File: src/hdl/bitmap_page_allocator_unit_assert.svh
// ----------------------------------------------------------------------------
// bitmap_page_allocator_unit_assert.svh
// Assertion macros shared by the page allocator modules. Each macro expects
// clk and rst in the scope of its use.
// ----------------------------------------------------------------------------
`ifndef BITMAP_PAGE_ALLOCATOR_UNIT_ASSERT_SVH
`define BITMAP_PAGE_ALLOCATOR_UNIT_ASSERT_SVH

// same-cycle implication
`define BPA_ASSERT_IMP(name, ante, cons) \
  name: assert property (@(posedge clk) disable iff (rst) (ante) |-> (cons)) \
    else $error("bpa assertion failed");

// next-cycle implication
`define BPA_ASSERT_NXT(name, ante, cons) \
  name: assert property (@(posedge clk) disable iff (rst) (ante) |=> (cons)) \
    else $error("bpa assertion failed");

`endif

File: src/hdl/bpa_pkg.sv
// ----------------------------------------------------------------------------
// bpa_pkg
// Types, codes and helper functions of the bitmap page allocator.
// ----------------------------------------------------------------------------
package bpa_pkg;

  // request operation
  localparam logic CMD_ALLOC = 1'b0;
  localparam logic CMD_FREE  = 1'b1;

  // result status codes
  localparam logic [1:0] RES_DONE    = 2'd0;
  localparam logic [1:0] RES_OOM     = 2'd1;
  localparam logic [1:0] RES_IGNORED = 2'd2;

  // register map
  localparam int         APB_AW           = 3;
  localparam logic [0:0] REG_FIRST_FREE   = 1'b0;
  localparam logic [15:0] FIRST_FREE_RESET = 16'd512;

  localparam int PAGE_ADDR_W = 28;
  localparam int COUNT_OUT_W = 17;

  typedef enum logic [3:0] {
    ST_CLEAR,
    ST_IDLE,
    ST_ALLOC,
    ST_SCAN,
    ST_ALLOC_WR,
    ST_FREE_RD,
    ST_FREE_WR,
    ST_RC_START,
    ST_RC_SCAN,
    ST_DONE
  } state_t;

  typedef struct packed {
    logic clear;       // clearing pass, one word per cycle
    logic accept;      // latch request
    logic scan_start;  // load scan address with first allocatable word
    logic scan_run;    // keep issuing scan reads
    logic scan;        // alloc scan: capture first word with a free bit
    logic rc_clr;      // zero used counter
    logic rc_acc;      // add popcount of scanned word
    logic set_oom;
    logic set_ign;
    logic alloc_wr;    // set the found bit
    logic free_rd;     // read word of page to free
    logic free_wr;     // clear page bit if set
    logic out_load;    // load result register
  } dp_cmd_t;

  typedef struct packed {
    logic clear_last;
    logic empty;       // no allocatable page
    logic found;
    logic scan_end;
    logic free_ok;
    logic out_free;
  } dp_stat_t;

  function automatic logic [6:0] pop64(input logic [63:0] v);
    logic [1:0] s1 [32];
    logic [2:0] s2 [16];
    logic [3:0] s3 [8];
    logic [4:0] s4 [4];
    logic [5:0] s5 [2];
    for (int i = 0; i < 32; i++) s1[i] = {1'b0, v[2*i]} + {1'b0, v[2*i+1]};
    for (int i = 0; i < 16; i++) s2[i] = {1'b0, s1[2*i]} + {1'b0, s1[2*i+1]};
    for (int i = 0; i < 8; i++)  s3[i] = {1'b0, s2[2*i]} + {1'b0, s2[2*i+1]};
    for (int i = 0; i < 4; i++)  s4[i] = {1'b0, s3[2*i]} + {1'b0, s3[2*i+1]};
    for (int i = 0; i < 2; i++)  s5[i] = {1'b0, s4[2*i]} + {1'b0, s4[2*i+1]};
    return {1'b0, s5[0]} + {1'b0, s5[1]};
  endfunction

  // index of the set bit of a one-hot word
  function automatic logic [5:0] onehot_idx(input logic [63:0] oh);
    logic [5:0] r;
    r = '0;
    for (int k = 0; k < 64; k++) begin
      if (oh[k]) r = r | 6'(k);
    end
    return r;
  endfunction

endpackage

File: src/hdl/bpa_ctrl.sv
// ----------------------------------------------------------------------------
// bpa_ctrl
// Sequencer of the page allocator: clearing pass, alloc scan, free update,
// recount after a register write, result handoff.
// ----------------------------------------------------------------------------
`include "bitmap_page_allocator_unit_assert.svh"

module bpa_ctrl (
  input  logic              clk,
  input  logic              rst,
  input  logic              in_valid,
  output logic              in_ready,
  input  logic              in_is_free,
  input  logic              cfg_wr,
  input  bpa_pkg::dp_stat_t stat,
  output bpa_pkg::dp_cmd_t  ctl
);

  bpa_pkg::state_t state, state_next;
  logic            accept;

  assign in_ready = (state == bpa_pkg::ST_IDLE) && !cfg_wr;
  assign accept   = in_valid && in_ready;

  always_ff @(posedge clk) begin
    if (rst) begin
      state <= bpa_pkg::ST_CLEAR;
    end else begin
      state <= state_next;
    end
  end

  always_comb begin
    state_next = state;
    case (state)
      bpa_pkg::ST_CLEAR: begin
        if (stat.clear_last) state_next = bpa_pkg::ST_IDLE;
      end
      bpa_pkg::ST_IDLE: begin
        if (cfg_wr) state_next = bpa_pkg::ST_RC_START;
        else if (accept) state_next = in_is_free ? bpa_pkg::ST_FREE_RD : bpa_pkg::ST_ALLOC;
      end
      bpa_pkg::ST_ALLOC: begin
        state_next = stat.empty ? bpa_pkg::ST_DONE : bpa_pkg::ST_SCAN;
      end
      bpa_pkg::ST_SCAN: begin
        if (stat.found) state_next = bpa_pkg::ST_ALLOC_WR;
        else if (stat.scan_end) state_next = bpa_pkg::ST_DONE;
      end
      bpa_pkg::ST_ALLOC_WR: state_next = bpa_pkg::ST_DONE;
      bpa_pkg::ST_FREE_RD: begin
        state_next = stat.free_ok ? bpa_pkg::ST_FREE_WR : bpa_pkg::ST_DONE;
      end
      bpa_pkg::ST_FREE_WR: state_next = bpa_pkg::ST_DONE;
      bpa_pkg::ST_RC_START: begin
        if (cfg_wr) state_next = bpa_pkg::ST_RC_START;
        else if (stat.empty) state_next = bpa_pkg::ST_IDLE;
        else state_next = bpa_pkg::ST_RC_SCAN;
      end
      bpa_pkg::ST_RC_SCAN: begin
        if (cfg_wr) state_next = bpa_pkg::ST_RC_START;
        else if (stat.scan_end) state_next = bpa_pkg::ST_IDLE;
      end
      bpa_pkg::ST_DONE: begin
        if (stat.out_free) state_next = bpa_pkg::ST_IDLE;
      end
      default: state_next = bpa_pkg::ST_IDLE;
    endcase
  end

  always_comb begin
    ctl = '0;
    case (state)
      bpa_pkg::ST_CLEAR: ctl.clear = 1'b1;
      bpa_pkg::ST_IDLE:  ctl.accept = accept;
      bpa_pkg::ST_ALLOC: begin
        ctl.set_oom    = stat.empty;
        ctl.scan_start = !stat.empty;
      end
      bpa_pkg::ST_SCAN: begin
        ctl.scan     = 1'b1;
        ctl.scan_run = !stat.found;
        ctl.set_oom  = !stat.found && stat.scan_end;
      end
      bpa_pkg::ST_ALLOC_WR: ctl.alloc_wr = 1'b1;
      bpa_pkg::ST_FREE_RD: begin
        ctl.set_ign = !stat.free_ok;
        ctl.free_rd = stat.free_ok;
      end
      bpa_pkg::ST_FREE_WR: ctl.free_wr = 1'b1;
      bpa_pkg::ST_RC_START: begin
        ctl.rc_clr     = 1'b1;
        ctl.scan_start = !stat.empty && !cfg_wr;
      end
      bpa_pkg::ST_RC_SCAN: begin
        ctl.rc_acc   = !cfg_wr;
        ctl.scan_run = !cfg_wr;
      end
      bpa_pkg::ST_DONE: ctl.out_load = stat.out_free;
      default: ctl = '0;
    endcase
  end

  `BPA_ASSERT_NXT(a_dispatch, accept,
                  state == bpa_pkg::ST_ALLOC || state == bpa_pkg::ST_FREE_RD)

endmodule

File: config.mk
export PLATFORM = sky130hd
export DESIGN_NAME = bpa_ctrl
export DESIGN_NICKNAME = d
export VERILOG_FILES = /design/src/hdl/bpa_pkg.sv /design/src/hdl/bpa_ctrl.sv
export VERILOG_INCLUDE_DIRS = /design/src /design/src/hdl
export SDC_FILE = /design/constraint.sdc
export NUM_CORES = 1
export LEC_CHECK = 0
export BUFFER_PORTS_ARGS = -buffer_cell sky130_fd_sc_hd__buf_2
export CAP_MARGIN = 20
export CORE_MARGIN = 2
export CORE_UTILIZATION = 49
export CTS_BUF_LIST = sky130_fd_sc_hd__clkbuf_2
export CTS_CLUSTER_DIAMETER = 150
export DETAILED_ROUTE_END_ITERATION = 16
export PLACE_DENSITY_LB_ADDON = 0.2
export SLEW_MARGIN = 20
export SYNTH_ARGS = -nofsm -noshare
export SYNTH_HDL_FRONTEND = slang
export SYNTH_SLANG_ARGS = --single-unit
File: constraint.sdc
create_clock -name clk -period 1.6 [get_ports clk]
set_input_delay 0.16 -clock clk [delete_from_list [all_inputs] [get_ports clk]]
set_output_delay 0.16 -clock clk [all_outputs]
set_load 0.05 [all_outputs]
==> results of run 1 <==
## power by group through the flow
stage / Sequential, W / Clock [W] / Combinational, W
after floorplan: 0.000133 / 0 / 0.000599
after global placement: 0.000150 / 0 / 0.000692
after detailed placement: 0.000151 / 0 / 0.000697
after CTS: 0.000162 / 0.000109 / 0.000729
after global routing: 0.000177 / 0.000119 / 0.000809
final: 0.000173 / 0.000106 / 0.000771
## logic make-up after synthesis
kind of cell           Yosys count  synth area share
DFF                              4             0.125
AOI/OAI and AO/OA               23             0.289
buffers and inverters           15             0.142
and+or+nand+nor                 48             0.444
## through the flow
| step | TNS [ns] | util |
|---|---|---|
| after global placement | 0 | 0.687 |
| after CTS | 0 | 0.743 |
| after floorplan | -1.29 | - |
| after global routing | 0 | 0.780 |
| after detailed placement | 0 | 0.687 |
| final | 0 | 0.780 |
## worst max path at each step
| stage | from | end | slack [ns] | cells past startpoint |
|---|---|---|---|---|
| 6_report | state[3] | state[0] | 0.08 | 4 |
| 5_1_grt | state[1] | ctl[9] | 0.008 | 5 |
| 4_1_cts | state[1] | ctl[6] | 0.01 | 4 |
| 3_5_place_dp | state[3] | state[1] | 0.10 | 5 |
| 3_3_place_gp | state[2] | ctl[11] | 0.07 | 4 |
| 2_1_floorplan | state[2] | ctl[11] | -0.32 | 4 |
## placed cells by master (no fill, tap or decap), drive strengths merged, types with 2 or more instances in the layout
cell type | Yosys | layout
buf | 9 | 33
nor3 | 10 | 10
clkbuf | 0 | 3
a21oi | 4 | 4
a211oi | 3 | 3
dfxtp | 4 | 4
nand2 | 5 | 5
nor4 | 5 | 5
o31ai | 2 | 2
nand2b | 3 | 3
nor4b | 2 | 2
inv | 6 | 6
nor2 | 12 | 12
o21ai | 7 | 7
nor2b | 3 | 3
## critical path, stage by stage (launching register included)
cell and delay, ns:
dfxtp_1 0.44, and4bb_1 0.24, o21ai_2 0.24, o21ai_1 0.18
o311a_1 0.31
## timing repair
action                                  in CTS  in global routing
pin swaps                                    0                  3
cloned                                       0                  0
endpoints found under the setup margin      10                 11
resized for setup                           17                 16
buffers inserted                             0                  0
## layout make-up
type,instances,area (um2),area share
clock buffers,3,15.0,0.0152
inverters,6,22.5,0.0228
multi-input cells,71,601,0.607
flip-flops and latches,4,88.8,0.0898
well taps,15,18.8,0.0190
repair buffers,33,244,0.247
## metal layers
layer,global-route usage,up-vias
met3,0.0667,4
met2,0.512,44
met1,0.329,364
met5,0,-
met4,0.0750,0
li1,-,381
==> flow_summary.ini, run 1 <==
[drt]
first_iter_violations = 23
wl_met1_um = 854
wirelength_um = 2060
drcViolationCount = 0
firstDrtPassIters = 4
viasPerCell = 6.01
topRoutingLayerUsed = met4
detail-route-antenna-nets = 0
via_count = 793
dr_wl_met2_um = 1030
wl_met3_um = 136
wl_per_cell_um = 15.6

[synth]
synthCells = 90
syn-cell-area_um2 = 642
synth-edff-count = 0
seq_area_frac_synth = 0.125
yosysTopAreaCell = dfxtp_1
synth_area_leaders = dfxtp_1, nor3_1, nor2_1
yosysMostFrequentCell = nor2_1
syn_avg_cell_area_um2 = 7.13
synth_flop_cell = dfxtp_1
synth_cell_type_count = 39
synth_seq_cells = 4
syn-num-nets = 101
post-synth-top-area-fraction = 0.125
ys_top_cells_by_count = nor2_1, nor3_1, buf_2
yosysWarnings = 0
ys_async_sr_fraction = 0

[cts]
htreeDepth = 1
numClockSinks = 4
cts.path.max_buffers = 2
cts_buffers = 3
cts_tree = yes
cts_root_buffer = clkbuf_2
holdBufCountCts = 0
clk_latency_ns = 0.23
clk_pin_slew_ns = 0.06

[sta]
clock.fmax_mhz = 657
setup_viol = 0
tightest_slew_ns = 0.319
rsz0062_at_grt = no
holdWs_ns = 0.174
slew_viol_final = 0
final.period_utilization = 0.951
slew_headroom = 0.787
hold_viol = 0
fin_ws_ns = 0.0783
finalCriticalPeriod_ns = 1.52
finalClockSkew_ns = 0.00650

[power]
power_frac_seq = 0.165
ir_drop_mv = 0.719
clkPwrFrac = 0.101
combPwrFrac = 0.734
p_per_area_nw_per_um2 = 1060
p_int_w = 0.000463
power.net_switching_w = 0.000588
swShare = 0.559
p_total_w = 0.00105
p_leak_nw = 0.431

[worst_hold_path]
holdCritStartpoint = rst
hold_path_class = primary input to flip-flop
hold-path-endpoint = state[2]
hold_depth = 2

[placed_design]
dp_cells = 129
hpwl_um = 1460
place_ws_ns = 0.102
port_buffers = 24
dpl_cell_area_um2 = 872
gp_congestion = 0.903

[worst_setup_path]
r2r_start = state[3]
r2r_setup_slack_ns = 0.08
reg2reg_to = state[0]
worst_setup_path_end_kind = flip-flop
r2r_cells = 4
worstPathMaxFanout = 5
arrival_ns = 1.63
required_ns = 1.71
critPathKind = flip-flop to flip-flop
critPathLaunchType = flip-flop

[cells_and_area]
reg_top3 = state: 4 flops
postLayoutCellArea_um2 = 990
area_delta_synth_final_pct = 54.2
final.fill_count = 95
largest-register = state
fin_cells = 132
drive_gt1_frac = 0.530
diodes = 0
final_net_count = 130
largest_reg_flops = 4

[global_route]
grt_pass1_wl_um = 3000
grt_overflow = 0
grt_max_degree = 14
groute.usage.overall = 0.283
antenna_found_initial = 0
grt_pass1_vias = 668

[die]
die_area_um2 = 1620
die_h_um = 40.2
dieWidth_um = 40.2
rows = 13
initial_utilization = 0.506
io_pins = 25
coreArea_um2 = 1270

[outcome]
status = completed

[job]
cap_violations = 0
Note: power is estimated with default switching activity, not from simulation.
==> run 2, diff against run 1 <==
--- a/config.mk
+++ b/config.mk
@@ -9,7 +9,7 @@
 export BUFFER_PORTS_ARGS = -buffer_cell sky130_fd_sc_hd__buf_2
 export CAP_MARGIN = 20
 export CORE_MARGIN = 2
-export CORE_UTILIZATION = 49
+export CORE_UTILIZATION = 25
 export CTS_BUF_LIST = sky130_fd_sc_hd__clkbuf_2
 export CTS_CLUSTER_DIAMETER = 150
 export DETAILED_ROUTE_END_ITERATION = 16
==> run 2 against run 1 <==
Clock power down 10%. Core utilization down 37 points. Die area up 85%. Sequential share of layout area down 0.068 points. First-iteration DRC count down 52%. Combinational power down 2%. Sequential power up 2%. Cell area up 0.76%.
==> flow_summary.ini, run 2 (synthesis gave the netlist of run 1 again) <==
[worst_setup_path]
critical_path.max_stage_delay_ns = 0.33
r2r_setup_slack_ns = 0.20
crit_slowest_cell = dfxtp_1
worstPathMaxFanout = 9
path_cells = buf_4 > nand2b_1 > buf_4 > nor4_4 > buf_4
arrival_ns = 1.37
path_common_cell = buf_4
critPathLaunchType = flip-flop
r2r_cells = 4
critPathKind = flip-flop to output pin
worst_setup_path_end_kind = output pin
required_ns = 1.44

[cells_and_area]
multi_input_area_um2 = 592
final_net_count = 132
drive_gt1_frac = 0.521
reg_top3 = state: 4 flops
largest-register = state
postLayoutCellArea_um2 = 997
fin_cells = 149
area_delta_synth_final_pct = 55.4
diodes = 0
largest_reg_flops = 4
final.fill_count = 261
mostFrequentLayoutCell = buf_2
ff_latch_area_um2 = 88.8
final_cell_mix = buf_2, buf_4, nor2_1
fin_util = 0.406

[power]
p_int_w = 0.000469
p_leak_nw = 0.437
combPwrFrac = 0.734
power_frac_seq = 0.173
p_per_area_nw_per_um2 = 1030
ir_drop_mv = 0.534
power.net_switching_w = 0.000555
clkPwrFrac = 0.093
swShare = 0.542

[drt]
drcViolationCount = 0
firstDrtPassIters = 4
first_iter_violations = 11
via_count = 770
viasPerCell = 5.17
wl_per_cell_um = 12.9
detail-route-antenna-nets = 0
wirelength_um = 1920

[sta]
hold_viol = 0
slew_headroom = 0.797
slew_viol_final = 0
clock.fmax_mhz = 651
final.period_utilization = 0.959
finalCriticalPeriod_ns = 1.53
finalClockSkew_ns = 0.000776
tightest_slew_ns = 0.305
rsz0062_at_grt = yes
setup_viol = 0

[global_route]
groute.usage.overall = 0.138
grt_max_degree = 13
antenna_found_initial = 0
grt_overflow = 0
grt_pass1_vias = 674
grt_pass1_wl_um = 3070

[die]
io_pins = 25
die_h_um = 54.7
die_area_um2 = 2990
rows = 18
coreArea_um2 = 2450
initial_utilization = 0.261
dieWidth_um = 54.7

[cts]
numClockSinks = 4
cts_tree = yes
cts_resized = 13
htreeDepth = 1
clk_pin_slew_ns = 0.05
holdBufCountCts = 0
post_cts_buffers = 0
cts_buffers = 3
cts.path.max_buffers = 2
cts_root_buffer = clkbuf_2
clk_latency_ns = 0.21

[placed_design]
hpwl_um = 1500
gp_congestion = 0.800
dpl_cell_area_um2 = 906
dp_cells = 146
port_buffers = 24

[worst_hold_path]
hold_path_class = primary input to flip-flop
hold_depth = 2

[job]
cap_violations = 0

[outcome]
status = completed
[run 2: cell count changes in the layout (fill, tap and decap cells not counted), moves of 3 or more]
cell    change
buf_4       +5
buf_6       -4
nor2_1      +3
nor2_2      -3
[run 2: per-stage QoR]
step,setup TNS (ns),hold slack (ns),power [W],setup WS [ns]
after floorplan,-1.29,0.239,0.000732,-0.317
after global placement,0,0.423,0.000862,0.0725
after detailed placement,0,0.430,0.000854,0.0985
after CTS,0,0.201,0.000980,0.00525
after global routing,-0.0326,0.202,0.00110,-0.0218
final,0,0.200,0.00102,0.0650
[run 2: layout make-up]
class | instances | area share
Tap cell | 30 | 0.0376
Sequential cell | 4 | 0.0891
Multi-Input combinational cell | 71 | 0.593
Clock buffer | 3 | 0.0151
Inverter | 6 | 0.0226
Timing Repair Buffer | 35 | 0.242
[run 2: critical path, delay by kind of cell, from the launching register on]
kind / cells / cell delay, ns
and+or+nand+nor: 2 / 0.27
DFF: 1 / 0.33
buffers and inverters: 3 / 0.56
[run 2: power by group through the flow]
stage | clock network [W] | registers, W | logic, W
final | 0.0000953 | 0.000177 | 0.000752
after global routing | 0.000108 | 0.000181 | 0.000814
after CTS | 0.0000952 | 0.000160 | 0.000725
after detailed placement | 0 | 0.000153 | 0.000702
after global placement | 0 | 0.000153 | 0.000709
after floorplan | 0 | 0.000133 | 0.000599
[run 2: final timing paths]
check,start,end
worst min register to register,state[3],state[3]
worst max-delay path,state[1],ctl[6]
worst min-delay path,rst,state[2]
worst max register to register,state[3],state[0]
[run 2: per-layer routing]
metal,global-route usage,wire length (um)
met1,0.195,943
met2,0.212,862
met3,0.0301,100
met4,0.0250,17
met5,0,0
==> run 3, diff against run 2 <==
==> constraint.sdc (replaced) <==
create_clock -name clk -period 1.6 [get_ports clk]
set_input_delay 0.08 -clock clk [delete_from_list [all_inputs] [get_ports clk]]
set_output_delay 0.08 -clock clk [all_outputs]
set_load 0.05 [all_outputs]
==> run 3 against run 2 <==
Total power decreased by 3.2%. Combinational power is 5.1% lower. Non-clock buffer count increased by 1. First-iteration DRC count up 27%.
==> flow_summary.ini, run 3 (synthesis gave the netlist of run 1 again) <==
[power]
ir_drop_mv = 0.507
p_total_w = 0.000991
p_per_area_nw_per_um2 = 1020
p_leak_nw = 0.421

[placed_design]
gp_congestion = 0.798
dp_cells = 147
dpl_cell_area_um2 = 906
hpwl_um = 1560
port_buffers = 24

[cells_and_area]
final_net_count = 133
largest-register = state
diodes = 0
final_cell_mix = buf_2, buf_4, nor2_1
postLayoutCellArea_um2 = 976
ff_latch_area_um2 = 86.3
largest_reg_flops = 4
mostFrequentLayoutCell = buf_2
fin_cells = 150
area_delta_synth_final_pct = 52.0
drive_gt1_frac = 0.500
final.fill_count = 257
multi_input_area_um2 = 548
reg_top3 = state: 4 flops

[die]
die_area_um2 = 2990
die_h_um = 54.7
initial_utilization = 0.261
coreArea_um2 = 2450
io_pins = 25
rows = 18
dieWidth_um = 54.7

[cts]
numClockSinks = 4
cts.path.max_buffers = 2
cts_buffers = 3
clk_pin_slew_ns = 0.04
cts_tree = yes
holdBufCountCts = 0
clk_latency_ns = 0.20
cts_root_buffer = clkbuf_2
htreeDepth = 1

[drt]
drcViolationCount = 0
first_iter_violations = 14
wirelength_um = 1920
firstDrtPassIters = 4
viasPerCell = 4.96
via_count = 744
detail-route-antenna-nets = 0
wl_per_cell_um = 12.8

[sta]
rsz0062_at_grt = yes
final.period_utilization = 0.944
tightest_slew_ns = 0.287
fin_setup_tns_ns = 0
clock.fmax_mhz = 662
holdWs_ns = 0.126
slew_viol_final = 0
setup_viol = 0
slew_headroom = 0.808
finalClockSkew_ns = 0.00272
hold_viol = 0
finalCriticalPeriod_ns = 1.51

[worst_setup_path]
required_ns = 1.52
worst_setup_path_end_kind = output pin
worstPathMaxFanout = 9
arrival_ns = 1.43
critPathLaunchType = flip-flop
critPathKind = flip-flop to output pin

[global_route]
antenna_found_initial = 0
groute.usage.overall = 0.148
grt_max_degree = 13
grt_overflow = 0
grt_pass1_wl_um = 3250
grt_pass1_vias = 702

[job]
cap_violations = 0

[outcome]
status = completed

[worst_hold_path]
hold_path_class = primary input to flip-flop
[run 3: metal layers]
metal | routed length (um) | share of wire | global-route usage | up-vias
met2 | 999 | 0.52 | 0.252 | 17
met1 | 833 | 0.43 | 0.198 | 332
met3 | 83 | 0.043 | 0.0301 | 0
met4 | 0 | 0 | 0.0125 | 0
li1 | - | - | - | 395
met5 | 0 | 0 | 0 | -
[run 3: cell type report]
cell class,instances,share of cell area
repair buffers,36,0.273
flip-flops and latches,4,0.0885
well taps,30,0.0385
multi-input cells,71,0.562
inverters,6,0.0231
clock buffers,3,0.0154
[run 3: report_power, final]
part / leakage [nW] / switching (W) / internal [W]
registers: 0.0341 / 0.0000631 / 0.000125
logic: 0.374 / 0.000429 / 0.000285
clock network: 0.0125 / 0.0000389 / 0.0000504
total: 0.421 / 0.000531 / 0.000460
[run 3: critical path, stage by stage, from the launching register on]
cell	delay, ns
dfxtp_2	0.39
buf_12	0.16
nor4b_2	0.32
nor2_1	0.07
nor2_1	0.09
buf_4	0.20
[run 3: per-stage QoR]
step / util / worst slack (ns)
final: 0.398 / 0.0901
after floorplan: - / -0.326
after CTS: 0.379 / 0.00815
after detailed placement: 0.369 / 0.0675
after global placement: 0.369 / 0.0424
after global routing: 0.398 / -0.00477
[run 3: final timing paths]
kind	startpoint	end	slack [ns]	cells after the start
worst min register to register	state[3]	state[3]	0.65	2
worst max-delay path	state[0]	ctl[9]	0.09	5
worst min-delay path	rst	state[2]	0.13	2
worst max register to register	state[0]	state[0]	0.16	5
[run 3: what timing repair did]
item,CTS,global route
setup endpoints to repair,9,9
gates resized for setup,5,20
buffers inserted,0,0
pin swaps,0,0
gates cloned,0,0
